### src/design/cma_pkg.sv
// Shared types and constants for the centered moving average block.
package cma_pkg;

    localparam int INDEX_BITS = 32;
    localparam int CFG_BITS   = 7;
    localparam logic [CFG_BITS-1:0] WINDOW_RESET = 7'd3;

    typedef enum logic [2:0] {
        S_IDLE,
        S_READ,
        S_UPDATE,
        S_DIV_START,
        S_DIV_WAIT,
        S_EMIT
    } t_state;

endpackage

### src/design/cma_if.sv
// Valid/ready channel interfaces for the sample input and the average output.
interface cma_in_if #(
    parameter int SAMPLE_BITS = 24
);
    logic                          valid;
    logic                          ready;
    logic signed [SAMPLE_BITS-1:0] sample;
    logic                          first_of_series;
    logic                          last_of_series;

    modport source (output valid, output sample, output first_of_series,
                    output last_of_series, input ready);
    modport sink   (input valid, input sample, input first_of_series,
                    input last_of_series, output ready);
endinterface

interface cma_out_if #(
    parameter int SAMPLE_BITS = 24
);
    import cma_pkg::*;
    logic                          valid;
    logic                          ready;
    logic signed [SAMPLE_BITS-1:0] average;
    logic [INDEX_BITS-1:0]         center_index;

    modport source (output valid, output average, output center_index, input ready);
    modport sink   (input valid, input average, input center_index, output ready);
endinterface

### src/design/cma_div.sv
// Restoring serial divider: one quotient bit per cycle, unsigned operands.
module cma_div #(
    parameter int DIVIDEND_BITS = 31,
    parameter int DIVISOR_BITS  = 7
) (
    input  logic                     i_clk,
    input  logic                     i_rst_n,
    input  logic                     i_start,
    input  logic [DIVIDEND_BITS-1:0] i_dividend,
    input  logic [DIVISOR_BITS-1:0]  i_divisor,
    output logic                     o_busy,
    output logic [DIVIDEND_BITS-1:0] o_quotient
);
    localparam int CNT_BITS = $clog2(DIVIDEND_BITS + 1);

    logic [DIVIDEND_BITS-1:0] r_quo;
    logic [DIVISOR_BITS-1:0]  r_rem;
    logic [DIVISOR_BITS-1:0]  r_dvs;
    logic [CNT_BITS-1:0]      r_cnt;
    logic                     r_busy;

    logic [DIVISOR_BITS:0]    trial;
    logic                     fits;
    logic [DIVISOR_BITS:0]    diff;

    always_comb begin
        trial = {r_rem, r_quo[DIVIDEND_BITS-1]};
        fits  = trial >= {1'b0, r_dvs};
        diff  = trial - {1'b0, r_dvs};
    end

    always_ff @(posedge i_clk) begin
        if (!i_rst_n) begin
            r_busy <= 1'b0;
            r_cnt  <= '0;
        end else if (i_start) begin
            r_busy <= 1'b1;
            r_cnt  <= CNT_BITS'(DIVIDEND_BITS);
        end else if (r_busy) begin
            r_cnt <= r_cnt - 1'b1;
            if (r_cnt == CNT_BITS'(1)) begin
                r_busy <= 1'b0;
            end
        end
    end

    always_ff @(posedge i_clk) begin
        if (i_start) begin
            r_quo <= i_dividend;
            r_rem <= '0;
            r_dvs <= i_divisor;
        end else if (r_busy) begin
            r_quo <= {r_quo[DIVIDEND_BITS-2:0], fits};
            r_rem <= fits ? diff[DIVISOR_BITS-1:0] : trial[DIVISOR_BITS-1:0];
        end
    end

    assign o_busy     = r_busy;
    assign o_quotient = r_quo;
endmodule

### src/design/centered_moving_average.sv
// Centered moving average filter: top level with sequencer, sample ring and running sum.
//
// Each accepted word carries one signed fixed-point sample. The block keeps the most recent
// samples in a ring memory and a running sum of the newest window samples; once a full window
// has arrived in the current series, every new sample yields one average word, the sum divided
// by the window and truncated toward zero, tagged with the series position of the window's
// center sample. The window register takes a requested length; an even value is raised by one
// and the result is limited to the largest odd value below MAX_WINDOW. Writing the window also
// starts a new series. A sample marked first of series clears the history before it is taken,
// and a sample marked last of series clears it after its own step. The input is taken one word
// at a time: a word that gives no result passes through the read and update states, and one
// that does also starts the serial divider, which produces one quotient bit per cycle, waits
// for it and emits the average once the output register is free. A finished average waits in
// an output register, so the next word is taken while it is still pending downstream.
module centered_moving_average #(
    parameter int MAX_WINDOW  = 128,
    parameter int SAMPLE_BITS = 24
) (
    input  logic                         i_clk,
    input  logic                         i_rst_n,
    input  logic                         i_cfg_we,
    input  logic [cma_pkg::CFG_BITS-1:0] i_cfg_wdata,
    cma_in_if.sink                       i_in,
    cma_out_if.source                    o_out
);
    import cma_pkg::*;

    localparam int PTR_BITS  = $clog2(MAX_WINDOW);
    localparam int WIN_BITS  = PTR_BITS;
    localparam int FILL_BITS = $clog2(MAX_WINDOW + 1);
    localparam int SUM_BITS  = SAMPLE_BITS + WIN_BITS;
    localparam int CAP       = ((MAX_WINDOW - 1) % 2 == 1) ? MAX_WINDOW - 1 : MAX_WINDOW - 2;

    // Turns a requested length into the odd window actually used.
    function automatic logic [WIN_BITS-1:0] eff_window(input logic [CFG_BITS-1:0] req);
        logic [CFG_BITS-1:0] odd;
        odd = req | CFG_BITS'(1);
        if (32'(odd) > CAP) begin
            return WIN_BITS'(CAP);
        end
        return WIN_BITS'(odd);
    endfunction

    t_state r_state, n_state;

    logic [WIN_BITS-1:0]          r_win;
    logic signed [SAMPLE_BITS-1:0] r_sample;
    logic                         r_last;
    logic signed [SUM_BITS-1:0]   r_sum;
    logic [FILL_BITS-1:0]         r_fill;
    logic [INDEX_BITS-1:0]        r_idx;
    logic [PTR_BITS-1:0]          r_wp;
    logic signed [SAMPLE_BITS-1:0] r_rd;
    logic                         r_neg;

    logic                         r_out_valid;
    logic signed [SAMPLE_BITS-1:0] r_avg;
    logic [INDEX_BITS-1:0]        r_center;

    // Sample ring; an entry read out is only used after being written in the current series.
    logic [SAMPLE_BITS-1:0]       r_hist [MAX_WINDOW];

    logic                         in_acc;
    logic                         div_start;
    logic                         div_busy;
    logic [SUM_BITS-1:0]          quotient;
    logic [SUM_BITS-1:0]          sum_mag;
    logic [PTR_BITS:0]            old_diff;
    logic [PTR_BITS-1:0]          old_addr;
    logic [FILL_BITS-1:0]         fill_inc;
    logic                         full_before;
    logic                         full_after;
    logic                         out_free;
    logic [SUM_BITS-1:0]          avg_full;

    assign in_acc   = i_in.valid && i_in.ready;
    assign out_free = !r_out_valid || o_out.ready;

    // Address of the sample that leaves the window: write pointer minus window, modulo ring size.
    always_comb begin
        old_diff = {1'b0, r_wp} - {1'b0, r_win};
        if (old_diff[PTR_BITS]) begin
            old_addr = PTR_BITS'(old_diff + (PTR_BITS + 1)'(MAX_WINDOW));
        end else begin
            old_addr = old_diff[PTR_BITS-1:0];
        end
    end

    always_comb begin
        fill_inc    = (r_fill == FILL_BITS'(MAX_WINDOW)) ? r_fill : r_fill + 1'b1;
        full_before = r_fill >= FILL_BITS'(r_win);
        full_after  = fill_inc >= FILL_BITS'(r_win);
        sum_mag     = r_sum[SUM_BITS-1] ? SUM_BITS'(-r_sum) : SUM_BITS'(r_sum);
        avg_full    = r_neg ? -quotient : quotient;
    end

    // Next state.
    always_comb begin
        n_state = r_state;
        case (r_state)
            S_IDLE: begin
                if (in_acc) begin
                    n_state = S_READ;
                end
            end
            S_READ:      n_state = S_UPDATE;
            S_UPDATE:    n_state = full_after ? S_DIV_START : S_IDLE;
            S_DIV_START: n_state = S_DIV_WAIT;
            S_DIV_WAIT: begin
                if (!div_busy) begin
                    n_state = S_EMIT;
                end
            end
            S_EMIT: begin
                if (out_free) begin
                    n_state = S_IDLE;
                end
            end
            default:     n_state = S_IDLE;
        endcase
    end

    // State-decoded outputs.
    always_comb begin
        i_in.ready = 1'b0;
        div_start  = 1'b0;
        case (r_state)
            S_IDLE:      i_in.ready = 1'b1;
            S_DIV_START: div_start  = 1'b1;
            default: begin
                i_in.ready = 1'b0;
                div_start  = 1'b0;
            end
        endcase
    end

    always_ff @(posedge i_clk) begin
        if (!i_rst_n) begin
            r_state <= S_IDLE;
        end else begin
            r_state <= n_state;
        end
    end

    // Window register, running sum, fill count, series position and write pointer.
    always_ff @(posedge i_clk) begin
        if (!i_rst_n) begin
            r_win  <= eff_window(WINDOW_RESET);
            r_sum  <= '0;
            r_fill <= '0;
            r_idx  <= '0;
            r_wp   <= '0;
        end else if (i_cfg_we) begin
            r_win  <= eff_window(i_cfg_wdata);
            r_sum  <= '0;
            r_fill <= '0;
            r_idx  <= '0;
            r_wp   <= '0;
        end else begin
            case (r_state)
                S_IDLE: begin
                    if (in_acc && i_in.first_of_series) begin
                        r_sum  <= '0;
                        r_fill <= '0;
                        r_idx  <= '0;
                        r_wp   <= '0;
                    end
                end
                S_READ: begin
                    r_sum <= r_sum + SUM_BITS'(r_sample);
                end
                S_UPDATE: begin
                    if (!full_after && r_last) begin
                        // No result for this word and the series ends here.
                        r_sum  <= '0;
                        r_fill <= '0;
                        r_idx  <= '0;
                        r_wp   <= '0;
                    end else begin
                        if (full_before) begin
                            r_sum <= r_sum - SUM_BITS'(r_rd);
                        end
                        r_fill <= fill_inc;
                        r_wp   <= (r_wp == PTR_BITS'(MAX_WINDOW - 1)) ? '0 : r_wp + 1'b1;
                        if (!full_after) begin
                            // No result for this word: finish the step here.
                            r_idx <= r_idx + 1'b1;
                        end
                    end
                end
                S_EMIT: begin
                    if (out_free) begin
                        if (r_last) begin
                            r_sum  <= '0;
                            r_fill <= '0;
                            r_idx  <= '0;
                            r_wp   <= '0;
                        end else begin
                            r_idx <= r_idx + 1'b1;
                        end
                    end
                end
                default: begin
                end
            endcase
        end
    end

    // Payload captured at acceptance and sign of the dividend.
    always_ff @(posedge i_clk) begin
        if (in_acc) begin
            r_sample <= i_in.sample;
            r_last   <= i_in.last_of_series;
        end
        if (r_state == S_DIV_START) begin
            r_neg <= r_sum[SUM_BITS-1];
        end
    end

    // Ring memory: the new sample is written while the leaving sample is read.
    always_ff @(posedge i_clk) begin
        if (r_state == S_READ) begin
            r_hist[r_wp] <= r_sample;
            r_rd         <= r_hist[old_addr];
        end
    end

    cma_div #(
        .DIVIDEND_BITS (SUM_BITS),
        .DIVISOR_BITS  (WIN_BITS)
    ) u_div (
        .i_clk      (i_clk),
        .i_rst_n    (i_rst_n),
        .i_start    (div_start),
        .i_dividend (sum_mag),
        .i_divisor  (r_win),
        .o_busy     (div_busy),
        .o_quotient (quotient)
    );

    // Output register; the center lies half a window behind the newest sample.
    always_ff @(posedge i_clk) begin
        if (!i_rst_n) begin
            r_out_valid <= 1'b0;
        end else if (r_state == S_EMIT && out_free) begin
            r_out_valid <= 1'b1;
        end else if (o_out.ready) begin
            r_out_valid <= 1'b0;
        end
    end

    always_ff @(posedge i_clk) begin
        if (r_state == S_EMIT && out_free) begin
            r_avg    <= avg_full[SAMPLE_BITS-1:0];
            r_center <= r_idx - INDEX_BITS'(r_win >> 1);
        end
    end

    assign o_out.valid        = r_out_valid;
    assign o_out.average      = r_avg;
    assign o_out.center_index = r_center;
endmodule

### src/flat_wrapper.sv
// flat-port wrapper written by rule: the top's interface ports become plain ports
module centered_moving_average_flat import cma_pkg::*;
#(
    parameter int MAX_WINDOW  = 128,
    parameter int SAMPLE_BITS = 24
)
  (i_clk, i_rst_n, i_cfg_we, i_cfg_wdata, i_in_valid, i_in_sample, i_in_first_of_series, i_in_last_of_series, i_in_ready, o_out_valid, o_out_average, o_out_center_index, o_out_ready);
  cma_in_if #(.SAMPLE_BITS(SAMPLE_BITS)) i_in_i ();
  cma_out_if #(.SAMPLE_BITS(SAMPLE_BITS)) o_out_i ();
  input  logic i_clk;
  input  logic i_rst_n;
  input  logic i_cfg_we;
  input  logic [cma_pkg::CFG_BITS-1:0] i_cfg_wdata;
  input wire logic [$bits(i_in_i.valid)-1:0] i_in_valid;
  input wire logic [$bits(i_in_i.sample)-1:0] i_in_sample;
  input wire logic [$bits(i_in_i.first_of_series)-1:0] i_in_first_of_series;
  input wire logic [$bits(i_in_i.last_of_series)-1:0] i_in_last_of_series;
  output wire logic [$bits(i_in_i.ready)-1:0] i_in_ready;
  output wire logic [$bits(o_out_i.valid)-1:0] o_out_valid;
  output wire logic [$bits(o_out_i.average)-1:0] o_out_average;
  output wire logic [$bits(o_out_i.center_index)-1:0] o_out_center_index;
  input wire logic [$bits(o_out_i.ready)-1:0] o_out_ready;
  assign i_in_i.valid = i_in_valid;
  assign i_in_i.sample = i_in_sample;
  assign i_in_i.first_of_series = i_in_first_of_series;
  assign i_in_i.last_of_series = i_in_last_of_series;
  assign i_in_ready = i_in_i.ready;
  assign o_out_valid = o_out_i.valid;
  assign o_out_average = o_out_i.average;
  assign o_out_center_index = o_out_i.center_index;
  assign o_out_i.ready = o_out_ready;
  centered_moving_average #(.MAX_WINDOW(MAX_WINDOW), .SAMPLE_BITS(SAMPLE_BITS)) u_core (.i_clk(i_clk), .i_rst_n(i_rst_n), .i_cfg_we(i_cfg_we), .i_cfg_wdata(i_cfg_wdata), .i_in(i_in_i), .o_out(o_out_i));
endmodule
### config.mk
export PLATFORM = sky130hd
export DESIGN_NAME = centered_moving_average_flat
export DESIGN_NICKNAME = d
export VERILOG_FILES = /design/src/design/cma_pkg.sv /design/src/design/cma_if.sv /design/src/design/cma_div.sv /design/src/design/centered_moving_average.sv /design/src/flat_wrapper.sv
export SDC_FILE = /design/constraint.sdc
export NUM_CORES = 2
export LEC_CHECK = 0
export ABC_CLOCK_PERIOD_IN_PS = 5500
export BUFFER_PORTS_ARGS = -buffer_cell sky130_fd_sc_hd__buf_2
export CORE_MARGIN = 3
export CORE_UTILIZATION = 25
export CTS_CLUSTER_SIZE = 8
export DETAILED_ROUTE_END_ITERATION = 16
export PLACE_DENSITY_LB_ADDON = 0.25
export SYNTH_ARGS = -nofsm -noshare
export SYNTH_HDL_FRONTEND = slang
export SYNTH_SLANG_ARGS = --single-unit
### constraint.sdc
create_clock -name i_clk -period 5.5 [get_ports i_clk]
set_clock_uncertainty 0.1 [all_clocks]
set_input_delay 1.1 -clock i_clk [delete_from_list [all_inputs] [get_ports i_clk]]
set_output_delay 1.1 -clock i_clk [all_outputs]
set_load 0.005 [all_outputs]
# [After elaboration in Yosys (flattened, before gate mapping)]
# Memory sizes are Yosys's and may differ from the RTL's. A register that Yosys moved wholly into a read port is not among the register bits.
# Index checks and enable logic that the tools add are counted.
[totals] register_bits=220 mem_bits_rw=3072 in_bits=38 output_inout_bits=58 elab_cells=112 memories=1
[memory_table] memory="u_core.r_hist" depth=128 word_bits=24 rd=1 rd_ports_with_merged_regs=1 write_ports=1 line_no="centered_moving_average.sv:61" rtl="logic [SAMPLE_BITS-1:0] r_hist [MAX_WINDOW];"
[classes] n_addsub=12 n_lt_le_gt_ge=3 eq_ne=15 mux=46 bitwise=1 reduce_logical=17
[op_table] cell="2-to-1 mux 31 bit" count=8
[op_table] cell="2-to-1 mux 32 bit" count=5
[op_table] cell="one-hot mux 31 bit (4 select lines)" count=1
[op_table] cell="one-hot mux 32 bit (3 select lines)" count=1
[op_table] cell="2-to-1 mux 7 bit" count=7
[op_table] cell="2-to-1 mux 8 bit" count=5
[op_table] cell="adder 32 x 1 -> 32 bit, second input constant" count=1
[op_table] cell="subtractor 32 x 6 -> 32 bit" count=1
[op_table] cell="adder 31 x 24 -> 31 bit" count=1
[op_table] cell="negator 31 bit" count=1
[op_table] cell="subtractor 31 x 24 -> 31 bit" count=1
[op_table] cell="greater-or-equal comparator 8 x 7 -> 1 bit" count=3
[op_table] cell="2-to-1 mux 24 bit" count=1
[op_table] cell="negator 24 bit" count=1
[op_table] cell="one-hot mux 8 bit (3 select lines)" count=1
[op_table] cell="one-hot mux 7 bit (3 select lines)" count=1
[op_table] cell="one-hot mux 3 bit (6 select lines)" count=1
[op_table] cell="adder 7 x 1 -> 7 bit, second input constant" count=2
[op_table] cell="2-to-1 mux 5 bit" count=2
[op_table] cell="2-to-1 mux 1 bit" count=9
[op_table] cell="2-to-1 mux 3 bit" count=3
[op_table] cell="adder 8 x 1 -> 8 bit, second input constant" count=1
[op_table] cell="equality test 8 bit, second input constant" count=1
[op_table] cell="!= test 2 x 1 -> 1 bit, second input constant" count=4
[op_table] cell="other kinds (24)" count=32

# [Longest topological paths before layout]
[depth] word_depth=7 depth_mapped=17 depth_no_buf=16

# [Hierarchy]
# Synthesis repeated with hierarchy kept, for this count alone.
[unflattened] cells_unflattened=6211 area_unflattened_um2=132130.5
[modules_own_cells] module="centered_moving_average" instances=1 cells_each=6004 area_per_inst_um2=129515.5 seq_area_each_um2=97193.2
[modules_own_cells] module="cma_div" instances=1 cells_each=207 area_per_inst_um2=2615.0 seq_area_each_um2=1401.3

# [Worst setup path before layout]
# OpenSTA, ideal clock, no wires.
[synth_path] path_type="input-to-reg" startpoint="input o_out_ready" endpoint="register u_core.r_idx[13]" setup_time_ns=0.117 t_arrival_ns=4.845 t_required_ns=5.283 slack_ns=0.438 cell_stages=6 path_buffers=0 cell_sequence="nor2b_1 -> nor2_1 -> o21ai_2 -> or4_1 -> xor2_1 -> nor2_1"
[synth_via] elab_chain_len=3
[synth_lines] item="from (decl)" line_no="flat_wrapper.sv:22" rtl="input wire logic [$bits(o_out_i.ready)-1:0] o_out_ready;"
[synth_lines] item="logical OR 1 bit" line_no="centered_moving_average.sv:77" rtl="assign out_free = !r_out_valid || o_out.ready;"
[synth_lines] item="!= test 2 x 1 -> 1 bit (no source line)"
[synth_lines] item="AND reduction 4 bit (no source line)"
[synth_lines] item="to (signal assigned)" line_no="centered_moving_average.sv:187" rtl="r_idx <= r_idx + 1'b1;"
[synth_lines] item="to (signal assigned)" line_no="centered_moving_average.sv:199" rtl="r_idx <= r_idx + 1'b1;"
[synth_lines] item="to (decl)" line_no="centered_moving_average.sv:51" rtl="logic [INDEX_BITS-1:0] r_idx;"
# No other way between the ends.
# A chain may end at the register's enable or synchronous reset.

# [Worst setup path after layout]
[layout_path] startpoint="register u_core.r_wp[0]" endpoint="register u_core.r_rd[21], read port of u_core.r_hist, data pin"
[layout_via] elab_chain_len=3
[layout_lines] item="from (decl)" line_no="centered_moving_average.sv:52" rtl="logic [PTR_BITS-1:0] r_wp;"
[layout_lines] item="from (signal assigned)" line_no="centered_moving_average.sv:184" rtl="r_wp <= (r_wp == PTR_BITS'(MAX_WINDOW - 1)) ? '0 : r_wp + 1'b1;"
[layout_lines] item="subtractor 7 x 7 -> 8 bit (*)" line_no="centered_moving_average.sv:81" rtl="old_diff = {1'b0, r_wp} - {1'b0, r_win};"
[layout_lines] item="adder 7 x 1 -> 7 bit" line_no="centered_moving_average.sv:83" rtl="old_addr = PTR_BITS'(old_diff + (PTR_BITS + 1)'(MAX_WINDOW));"
[layout_lines] item="2-to-1 mux 7 bit (*)" line_no="centered_moving_average.sv:82" rtl="if (old_diff[PTR_BITS]) begin"
[layout_lines] item="to (decl)" line_no="centered_moving_average.sv:53" rtl="logic signed [SAMPLE_BITS-1:0] r_rd;"
# Every way passes the cells marked *; elsewhere a longest branch is shown, timed or not.

==> summary.txt <==
Place
  – Dpl ws: a little under 0.5 ns
  – Final GP Congestion: just over 0.8
  – Final HPWL DP: 212000 um
  – Port Buffers: 94

Logic synthesis
  – Predominant post-synthesis flop cell: edfxtp_1
  – Number of synthesized register bits: about 3300
  – Post-synth top area share: approximately three quarters
  – Leading post-synthesis cells by cell area: edfxtp_1 (73%), mux4_2 (16%), dfxtp_1 (1.5%)
  – Post-Syn Area: around 130000 um^2
  – Post-synth ARST share: 0%
  – Cell taking the most area after synthesis: edfxtp_1
  – Synth top cells by count: edfxtp_1 (3215), mux4_2 (960), nand2_1 (380), nor2_1 (263), clkbuf_1 (216)
  – Mean Syn Cell Area: 20.6 um^2
  – Synth unique cells: 80
  – Ys Warns: 0
  – Most frequent cell after synthesis: edfxtp_1
  – Syn nets: 6538
  – Post-Synthesis Cells: between 6000 and 7000
  – Post-synth EDFFs: 3215
  – Sequential-to-total area share from yosys stat: 74.7%

CTS
  – TritonCTS Buffers: about 450
  – CTS max path bufs: 4
  – Hold_buf cts: 0
  – Worst-path clk slew: ~0.050 ns
  – Clk sinks: 3316
  – Worst-skew pair later-pin latency: around 0.97 ns
  – CTS HTree Levels: 5
  – Root Driver: clkbuf_16
  – Cells resized by post-CTS repair: 0
  – Setup Buffers After CTS: 0
  – CTS tree: yes

Critical path
  – Endpoint class of the critical path: flip-flop
  – Crit Path Class: flip-flop to flip-flop
  – Critical Path AT: 5.48 ns
  – CP required: 6.04 ns
  – Worst R2R Setup Slack: ~0.57 ns
  – Critical-path maximum fanout: 31
  – CP Launch Type: flip-flop

Detailed routing
  – Routed via count: 65300
  – Vias per cell: roughly 4.7
  – Routed WL per cell: 26.3 um
  – Residual DRC: 0
  – 1st-iter DRT viols: 6289
  – DRT antenna net count: 1
  – Total length of routed wires: 368000 um
  – First drt pass iteration count: 5

STA
  – Peak Freq: between 0.2 and 0.25 GHz
  – Setup-failing EPs final: 0
  – Setup TNS: 0 ns
  – Slew @ Worst Pin: approximately 1.4 ns
  – Tmin final: a little under 5 ns
  – Pins over their slew limit: 0
  – RSZ-0062 raised after global routing: no
  – Final hold violation count: 0
  – Slew margin rel.: ~7.6%
  – Final period util: 89.7%
  – Setup WS post-layout: around 0.57 ns

Floorplan
  – Row count: between 200 and 300
  – IO Pins: 96
  – Die Width: 733 um
  – Core area: ~530000 um^2
  – Starting Density: 25.1%
  – Die Height: 733 um
  – DIE AREA: ~540000 um^2

Min path
  – Worst hold path class: input port to flip-flop

Final layout
  – Nets: ~7000
  – Area of the multi-input gates: between 30000 and 40000 um^2
  – Register area: ~99000 um^2
  – Layout cell share with drive strength beyond 1: 28.4%
  – Layout area overhead: 18.1%
  – Filler cells: about 51000

GRT
  – Total global-route track usage: a little over an eighth
  – Vias in the first global route: about 69000
  – Largest net degree at the start of global routing: 129
  – Antenna violations before repair: 8
  – Global-route wire length before repair: approximately 520000 um
  – Total global routing overflow: 0

Power
  – Leak: ~48 nW
  – Power density over cell area: 367 nW/um^2
  – Maximum vdd drop: around 0.27 mV

Run status
  – Failing checks: antenna violations
  – Status: complete, but fails checks

Flow run
  – Max-cap violations: 0
==> placed cells by master (no fill, tap or decap), types with 16 or more instances in the layout <==
cell type,count
o21a_1,16
clkbuf_16,457
clkbuf_1,71
nand3_1,165
ha_1,98
nor2_1,136
o31ai_1,16
inv_1,80
o21ai_0,136
xnor2_1,88
nor2_4,123
mux4_2,960
buf_4,247
xor2_1,87
buf_12,36
nand2_1,379
buf_2,94
a21o_1,34
nand4_1,30
a21oi_1,89
nand2b_1,16
edfxtp_1,3215
nor3_1,38
dfxtp_1,100
nor2b_1,23
==> power breakdown <==
group	switching, mW	internal (mW)
Combinational	2.59	1.61
Sequential	0.113	28.0
Clock	10.2	14.8
==> stage by stage <==
stage | total power [mW] | util [%] | instance area (um^2) | cells | hold slack, ns
floorplan | 31.2 | - | 132000 | 6397 | 0.329
global placement | 32.8 | 27.3 | 144000 | 13400 | 0.366
detailed placement | 32.9 | 27.3 | 144000 | 13400 | 0.369
CTS | 58.0 | 29.7 | 156000 | 14000 | 0.122
global route | 59.3 | 29.7 | 156000 | 14000 | 0.150
finish | 57.3 | 29.7 | 156000 | 14000 | 0.205
==> worst max-delay path, stage by stage (launching register included) <==
cell and delay [ns]:
dfxtp_4 0.43, inv_1 0.12, fa_4 1.51, buf_12 0.27, buf_12 0.24, mux4_2 0.34, mux4_2 0.52, nand2_1 0.14
nand3_1 0.33, nand2_1 0.32, o21ai_0 0.25
==> metal layers <==
metal  vias up  track usage [%]  routed length, um
li1      27400                -                  -
met1     35400             18.4             160000
met2      1988             22.3             178000
met3       494             2.14              20900
met4         2             3.30               8990
met5         -                0                 13
==> flip-flops by register name (all words and copies together) (netlist names), 7 cells and up <==
name                       count
u_core.o_out.average          24
u_core.o_out.center_index     32
u_core.r_fill                  8
u_core.r_hist               3072
u_core.r_idx                  32
u_core.r_rd                   24
u_core.r_sample               24
u_core.r_sum                  31
u_core.r_wp                    7
u_core.u_div.o_quotient       31
u_core.u_div.r_rem             7
==> cell type report <==
| class | instances | share of cell area, % |
|---|---|---|
| clock inverters | 28 | 0.352 |
| multi-input cells | 2684 | 21.1 |
| flip-flops and latches | 3316 | 63.2 |
| diodes | 11 | 0.0177 |
| clock buffers | 529 | 7.52 |
| repair buffers | 377 | 1.95 |
| inverters | 81 | 0.195 |
| well taps | 6968 | 5.59 |
==> cells by family after synthesis <==
kind of cell    Yosys count  synth area share, %
compound gates          420                 2.04
xor+xnor                182                 1.21
fa+ha+maj               103                 1.00
buf+inv                 397                 1.16
flops                  3316                 74.7
mux                     972                 16.5
simple gates           1007                 3.43
==> final timing paths <==
path | start | endpoint | cells after the start
worst min register to register | u_core.u_div.r_rem[6] | u_core.u_div.r_rem[6] | 2
worst max-delay path | u_core.r_wp[0] | u_core.r_rd[21] | 10
worst min-delay path | i_in_sample[11] | u_core.r_sample[11] | 1
worst max register to register | u_core.r_wp[0] | u_core.r_rd[21] | 10
(Power assumes the default switching activity.)
